`src/design/amt_pkg.sv`:
```
// ----------------------------------------------------------------------------
// amt_pkg: shared types and codes for the address range map table
// Request and response transfer layouts, operation and status codes, and the
// per-cell control group.
// ----------------------------------------------------------------------------
`default_nettype none

package amt_pkg;

  typedef enum logic [1:0] {
    OP_ADD    = 2'd0,
    OP_FIND   = 2'd1,
    OP_REMOVE = 2'd2
  } op_t;

  typedef enum logic [1:0] {
    ST_OK   = 2'd0,
    ST_FULL = 2'd1,
    ST_MISS = 2'd2
  } status_t;

  typedef struct packed {
    logic [1:0]  opcode;
    logic [31:0] address;
    logic [31:0] region_length;
    logic [3:0]  region_type;
    logic [31:0] region_id;
  } req_t;

  typedef struct packed {
    logic [1:0]  status;
    logic [3:0]  found_type;
    logic [31:0] found_id;
    logic [31:0] found_base;
    logic [31:0] found_length;
  } rsp_t;

  // Per-cell control: capture the hit flag, or load from a neighbor.
  typedef struct packed {
    logic capture;
    logic load_prev;
    logic load_next;
  } cell_ctrl_t;

endpackage

`default_nettype wire

```
`src/design/amt_cell.sv`:
```
// ----------------------------------------------------------------------------
// amt_cell: one slot of the region table
// Holds one region, tests the probe address against it, and loads from either
// neighbor when the table shifts on insert or remove.
// ----------------------------------------------------------------------------
`default_nettype none

module amt_cell #(
  parameter int ADDR_WIDTH = 32
) (
  input  wire                      clk,
  input  wire                      rst,
  input  amt_pkg::cell_ctrl_t      ctrl,
  input  wire  [ADDR_WIDTH-1:0]    probe,
  input  wire                      prev_valid,
  input  wire  [3:0]               prev_type,
  input  wire  [31:0]              prev_id,
  input  wire  [ADDR_WIDTH-1:0]    prev_base,
  input  wire  [ADDR_WIDTH-1:0]    prev_length,
  input  wire                      next_valid,
  input  wire  [3:0]               next_type,
  input  wire  [31:0]              next_id,
  input  wire  [ADDR_WIDTH-1:0]    next_base,
  input  wire  [ADDR_WIDTH-1:0]    next_length,
  output logic                     valid,
  output logic [3:0]               rtype,
  output logic [31:0]              id,
  output logic [ADDR_WIDTH-1:0]    base,
  output logic [ADDR_WIDTH-1:0]    length,
  output logic                     hit
);
  import amt_pkg::*;

  logic [ADDR_WIDTH:0] offset;
  logic                contains;

  // The offset is taken with a borrow bit, so the end of the region is never
  // formed and cannot wrap.
  assign offset   = {1'b0, probe} - {1'b0, base};
  assign contains = valid && !offset[ADDR_WIDTH] && (offset[ADDR_WIDTH-1:0] < length);

  // The two loads never come together: an add and a remove exclude each other.
  always_ff @(posedge clk) begin
    if (rst) begin
      valid <= 1'b0;
      hit   <= 1'b0;
    end else begin
      if (ctrl.capture) begin
        hit <= contains;
      end
      if (ctrl.load_prev) begin
        valid <= prev_valid;
      end else if (ctrl.load_next) begin
        valid <= next_valid;
      end
    end
  end

  always_ff @(posedge clk) begin
    if (ctrl.load_prev) begin
      rtype  <= prev_type;
      id     <= prev_id;
      base   <= prev_base;
      length <= prev_length;
    end else if (ctrl.load_next) begin
      rtype  <= next_type;
      id     <= next_id;
      base   <= next_base;
      length <= next_length;
    end
  end

endmodule

`default_nettype wire

```
`config.mk`:
```
export PLATFORM = sky130hd
export DESIGN_NAME = amt_cell
export DESIGN_NICKNAME = d
export VERILOG_FILES = /design/src/design/amt_pkg.sv /design/src/design/amt_cell.sv
export SDC_FILE = /design/constraint.sdc
export NUM_CORES = 1
export LEC_CHECK = 0
export BUFFER_PORTS_ARGS = -buffer_cell sky130_fd_sc_hd__buf_2
export CORE_AREA = 4 4 124 156
export DETAILED_ROUTE_END_ITERATION = 8
export DIE_AREA = 0 0 128 160
export GPL_TIMING_DRIVEN = 0
export PLACE_DENSITY = 0.7
export SETUP_SLACK_MARGIN = 0.05
export SLEW_MARGIN = 20
export SYNTH_ARGS = -nofsm -noshare
export SYNTH_HDL_FRONTEND = slang
export SYNTH_SLANG_ARGS = --single-unit
```
`constraint.sdc`:
```
create_clock -name clk -period 5.42 [get_ports clk]
set_clock_uncertainty 0.05 [all_clocks]
set_input_delay 1.084 -clock clk [delete_from_list [all_inputs] [get_ports clk]]
set_output_delay 1.084 -clock clk [all_outputs]
set_load 0.005 [all_outputs]
```
[After elaboration in Yosys (flattened, before gate mapping)]
Cells that the tools add are included.
Word-level totals
  flip-flop bits (word level): 102
  bits of input ports: 239
  output and inout bits: 102
  word-level logic and storage cells: 22
Cells by class
  add/subtract/negate cells: 1
  $lt $le $gt $ge: 1
  multiplexer cells: 10
  reduce and logical (&&, ||, !) cells: 4
Operators by type and width (count)
  $mux 32: 6
  $sub 32x32->33: 1
  $lt 32x32->1: 1
  $mux 4: 2
  $logic_and 1x1->1: 2
  $mux 1: 2
  $reduce_bool 2->1: 1
  $logic_not 1->1: 1

[Logic depth before layout (Yosys ltp)]
  word-level depth: 4
  gate-level depth with buffers: 18
  gate-level depth less buffers: 18

[Worst setup path before layout]
Ideal clock, no wire load.
  path kind: input port to flip-flop
  from: input port probe[0]
  to: register hit
  library setup time: 0.086 ns
  arrival: 4.286 ns
  data required time: 5.284 ns
  slack: 0.998 ns
  stages: 17
  path buffers: 0
  cell sequence: inv_1 ha_1 fa_1 nor2b_4 o2111ai_2 a31oi_2 o31ai_2 o311ai_2 a311oi_1 xnor2_1 ha_1 nand4_1 nor2_1 a221oi_1 o211ai_1 a211o_1 a211oi_1
Between the ends
  word-level cells in the longest chain between the ends: 4
  elaborated cells between the ends (all ways): 5
  classes of those cells: add/sub: 1; order compare: 1; reduce/logical: 3
RTL lines
  start, declared: RTL line amt_cell.sv:14  | input wire [ADDR_WIDTH-1:0] probe,
  $sub 32x32->33 (*): RTL line amt_cell.sv:39  | assign offset = {1'b0, probe} - {1'b0, base};
  branches (longest 2 deep; another with $lt 32x32->1)
  $logic_and 1x1->1 (*): RTL line amt_cell.sv:40  | assign contains = valid && !offset[ADDR_WIDTH] && (offset[ADDR_WIDTH-1:0] < length);
  end signal, assigned: RTL line amt_cell.sv:49  | hit <= contains;
  end, declared: RTL line amt_cell.sv:30  | output logic hit
Every way passes the cells marked *.
A chain may end at the register's enable or synchronous reset.

[Final worst setup path]
Ends and elaborated chain as after synthesis.

==> results by group <==
Route
  – Total number of vias: ~6,000
  – First-pass detailed-route iteration total: 5
  – Vias/cell: ~5.0
  – Drt wl/cell: approximately 18 um
  – Initial DRC Count: 307
  – Routed wire length: 21,200 um
  – # DRC: 0
  – Antenna viol nets, final: 0

Clocking
  – CTS clk-pin slew, worst paths: around 0.08 ns
  – Worst skew pair latency: 0.36 ns
  – Num Clock Sinks: 102
  – TritonCTS Buffers: 9
  – Clock root buffer: clkbuf_16
  – Setup bufs post-CTS: 0
  – Hold-fix buffers, CTS: 0
  – Post-CTS sizing: 0
  – CTS max path bufs: 2
  – CTS tree: yes
  – H-tree lvl count: 3

Synth
  – Net count after synthesis: 920
  – Seq cells post-synth: between 100 and 150
  – Asr flop ratio synth: 0%
  – Post-synth EDFFs: 100
  – Synth Instances: between 600 and 700
  – Netlist cell types: 67
  – Synthesized area: 0.00701 mm2
  – Ys Warns: 0
  – Syn Area/Cell: 11.4 um2
  – Primary FF master, synth: edfxtp_1
  – Seq/Total Area, Yosys: 43.4%

Critical path
  – Top cell by count, worst path: ha_1
  – CP Class: primary input to flop
  – Max Fanout on Critical Path: 5
  – Critical path endpoint category: flop
  – Critical path launch point type: primary input
  – Reg2Reg Setup Slack: 1.06 ns
  – CP cell instances: buf_2 > inv_1 > ha_1 > fa_1 > nor2b_4 > o2111ai_2 > a31oi_2 > o31ai_2 > o311ai_2 > a41oi_1 > xnor2_1 > ha_1 > o21ai_0 > nor2_1 > nor3_1 > o211ai_1 > a211o_1 > a211oi_1
  – CP arrival: 5.03 ns
  – Worst path required time: 5.65 ns
  – Slowest stage cell, crit path: fa_1
  – Crit path largest cell delay: 0.45 ns

Job
  – Maxcap violations: 0

Placement
  – Port bufs: 339
  – HPWL after DPL: 17,600 um
  – RePlAce Congestion: around 0.86
  – Setup slack at placement: 0.292 ns

Timing
  – Least-Margin Pin Slew: around 0.86 ns
  – Final hold vios: 0
  – Final worst slack: roughly 0.62 ns
  – Slew HR: 42.7%
  – Final TNS setup: 0 ns
  – RSZ-0062 raised after global routing: no
  – Tcrit/Tclk final: 88.6%
  – Final setup vio count: 0
  – F_max: between 0.2 and 0.25 GHz
  – Slew Limit Fails: 0
  – Post-layout min period: approximately 4.8 ns

Finish
  – Finished Core Util: 52.1%
  – Fill count: 1,671
  – FF+latch area: 0.00304 mm2
  – Area Overhead vs Synth: 32.9%
  – Nets@finish: 1,271
  – Area of the multi-input gates: 0.00360 mm2
  – Ratio of cells with drive above 1 in the final layout: 49.4%

Floorplanning
  – Chip height: 160 um
  – Die X: 128 um
  – Row Count: 55
  – Die area: 0.0205 mm2
  – Starting density of the core: 39.2%
  – IO Pins: 341
  – Core footprint: ~0.018 mm2

Global routing
  – Largest net degree at the start of global routing: 54
  – Number of global-route vias before repair: roughly 6,300
  – First-pass GRT wire length: 31,700 um
  – GRT Resource Usage Total: 20.0%
  – Grt total ovfl: 0
  – Initial antenna violation count: 4

Power and ir drop
  – Leakage: 4.47 nW
  – Power Dens Cells: between 200 and 300 mW/mm2
  – VDD IR max: 0.138 mV

Outcome
  – Status: finished clean

Min path
  – Worst min path class: flop to flop
==> final cells by class <==
class                      instances  area share (%)
inverter                          70            2.82
antenna                            2          0.0537
sequential                       102            32.6
tap                              228            3.06
clock buffer                       9            2.42
buffer                            17            1.14
multi-input combinational        428            38.7
timing repair buffer             340            18.5
clock inverter                     7           0.725
==> per-stage QoR <==
| step | instances | total power, mW | hold slack, ns | instance area (um2) |
|---|---|---|---|---|
| floorplan | 617 | 1.59 | 0.571 | 7010 |
| CTS | 1201 | 2.59 | 0.658 | 9320 |
| global placement | 1184 | 1.90 | 0.603 | 9000 |
| global route | 1203 | 2.73 | 0.714 | 9320 |
| detailed placement | 1185 | 1.92 | 0.635 | 9030 |
| finish | 1203 | 2.56 | 0.644 | 9320 |
==> worst max-delay path: cells and delay by family <==
kind / cells / cell delay, ns
simple gates: 3 / 0.51
xor+xnor: 1 / 0.18
fa+ha+maj: 3 / 0.95
buf+inv: 2 / 0.12
compound gates: 9 / 2.19
==> final timing paths <==
check                          start                  to  depth (start not counted)
hold reg to reg   valid$_SDFFE_PP0P_  valid$_SDFFE_PP0P_                          4
hold / removal    valid$_SDFFE_PP0P_  valid$_SDFFE_PP0P_                          4
setup reg to reg   base[0]$_DFFE_PP_    hit$_SDFFE_PP0P_                         16
setup / recovery            probe[0]    hit$_SDFFE_PP0P_                         18
==> where the power goes <==
part / leakage, nW / switching (mW) / internal (mW)
clock: 0.145 / 0.336 / 0.324
combinational: 3.29 / 0.462 / 0.433
sequential: 1.04 / 0.0395 / 0.966
==> synth_stat cells, types with 3 or more instances <==
library cell / number / area [um2]
nor3_1: 8 / 40.0
xnor2_1: 16 / 140
a211oi_1: 5 / 37.5
a31oi_1: 5 / 31.3
a21o_2: 3 / 26.3
xor2_1: 12 / 105
edfxtp_1: 100 / 3000
nor2_1: 30 / 113
and3_1: 6 / 37.5
nor2b_1: 5 / 31.3
inv_1: 70 / 263
o21ai_0: 27 / 135
o21a_1: 8 / 60.1
nand2_1: 26 / 97.6
ha_1: 63 / 788
nand3_1: 6 / 30.0
a21o_1: 12 / 90.1
buf_1: 3 / 11.3
nand4_1: 11 / 68.8
mux2_2: 100 / 1130
clkbuf_1: 9 / 33.8
a21oi_1: 37 / 185
o211ai_1: 3 / 22.5
==> layout by cell type (no fill, tap or decap), types with 3 or more instances in the layout <==
master	n
o21ai_0	27
buf_1	3
a21o_1	12
mux2_2	100
nor3_1	8
nand3_1	6
o211ai_1	3
nor2b_1	5
inv_1	70
xnor2_1	16
a21oi_1	37
a31oi_1	5
ha_1	63
o21a_1	8
clkbuf_16	9
and3_1	6
clkbuf_1	9
xor2_1	12
buf_2	340
a21o_2	3
edfxtp_1	100
nand4_1	11
a211oi_1	5
nor2_1	30
nand2_1	26
==> state kept, by name (all words and copies together) (netlist names) <==
signal,flops
valid,1
hit,1
length,32
id,32
base,32
rtype,4
==> layer usage <==
layer  global-route usage (%)  up-vias  part of all wire [%]
met4                     6.56        2                   2.0
met5                        0        -                 0.085
met1                     22.9     2758                    39
met3                     4.28       27                   6.4
met2                     36.5      222                    53
li1                         -     2982                     -
==> cell families after synthesis <==
kind of cell,share of synthesized area [%]
AO/OA/AOI/OAI,11.8
AND/OR/NAND/NOR,8.31
XOR/XNOR,3.50
multiplexers,16.2
buffers and inverters,5.26
flip-flops,43.4
adder cells (fa/ha/maj),11.5
Power figures use the tool's default switching activity.
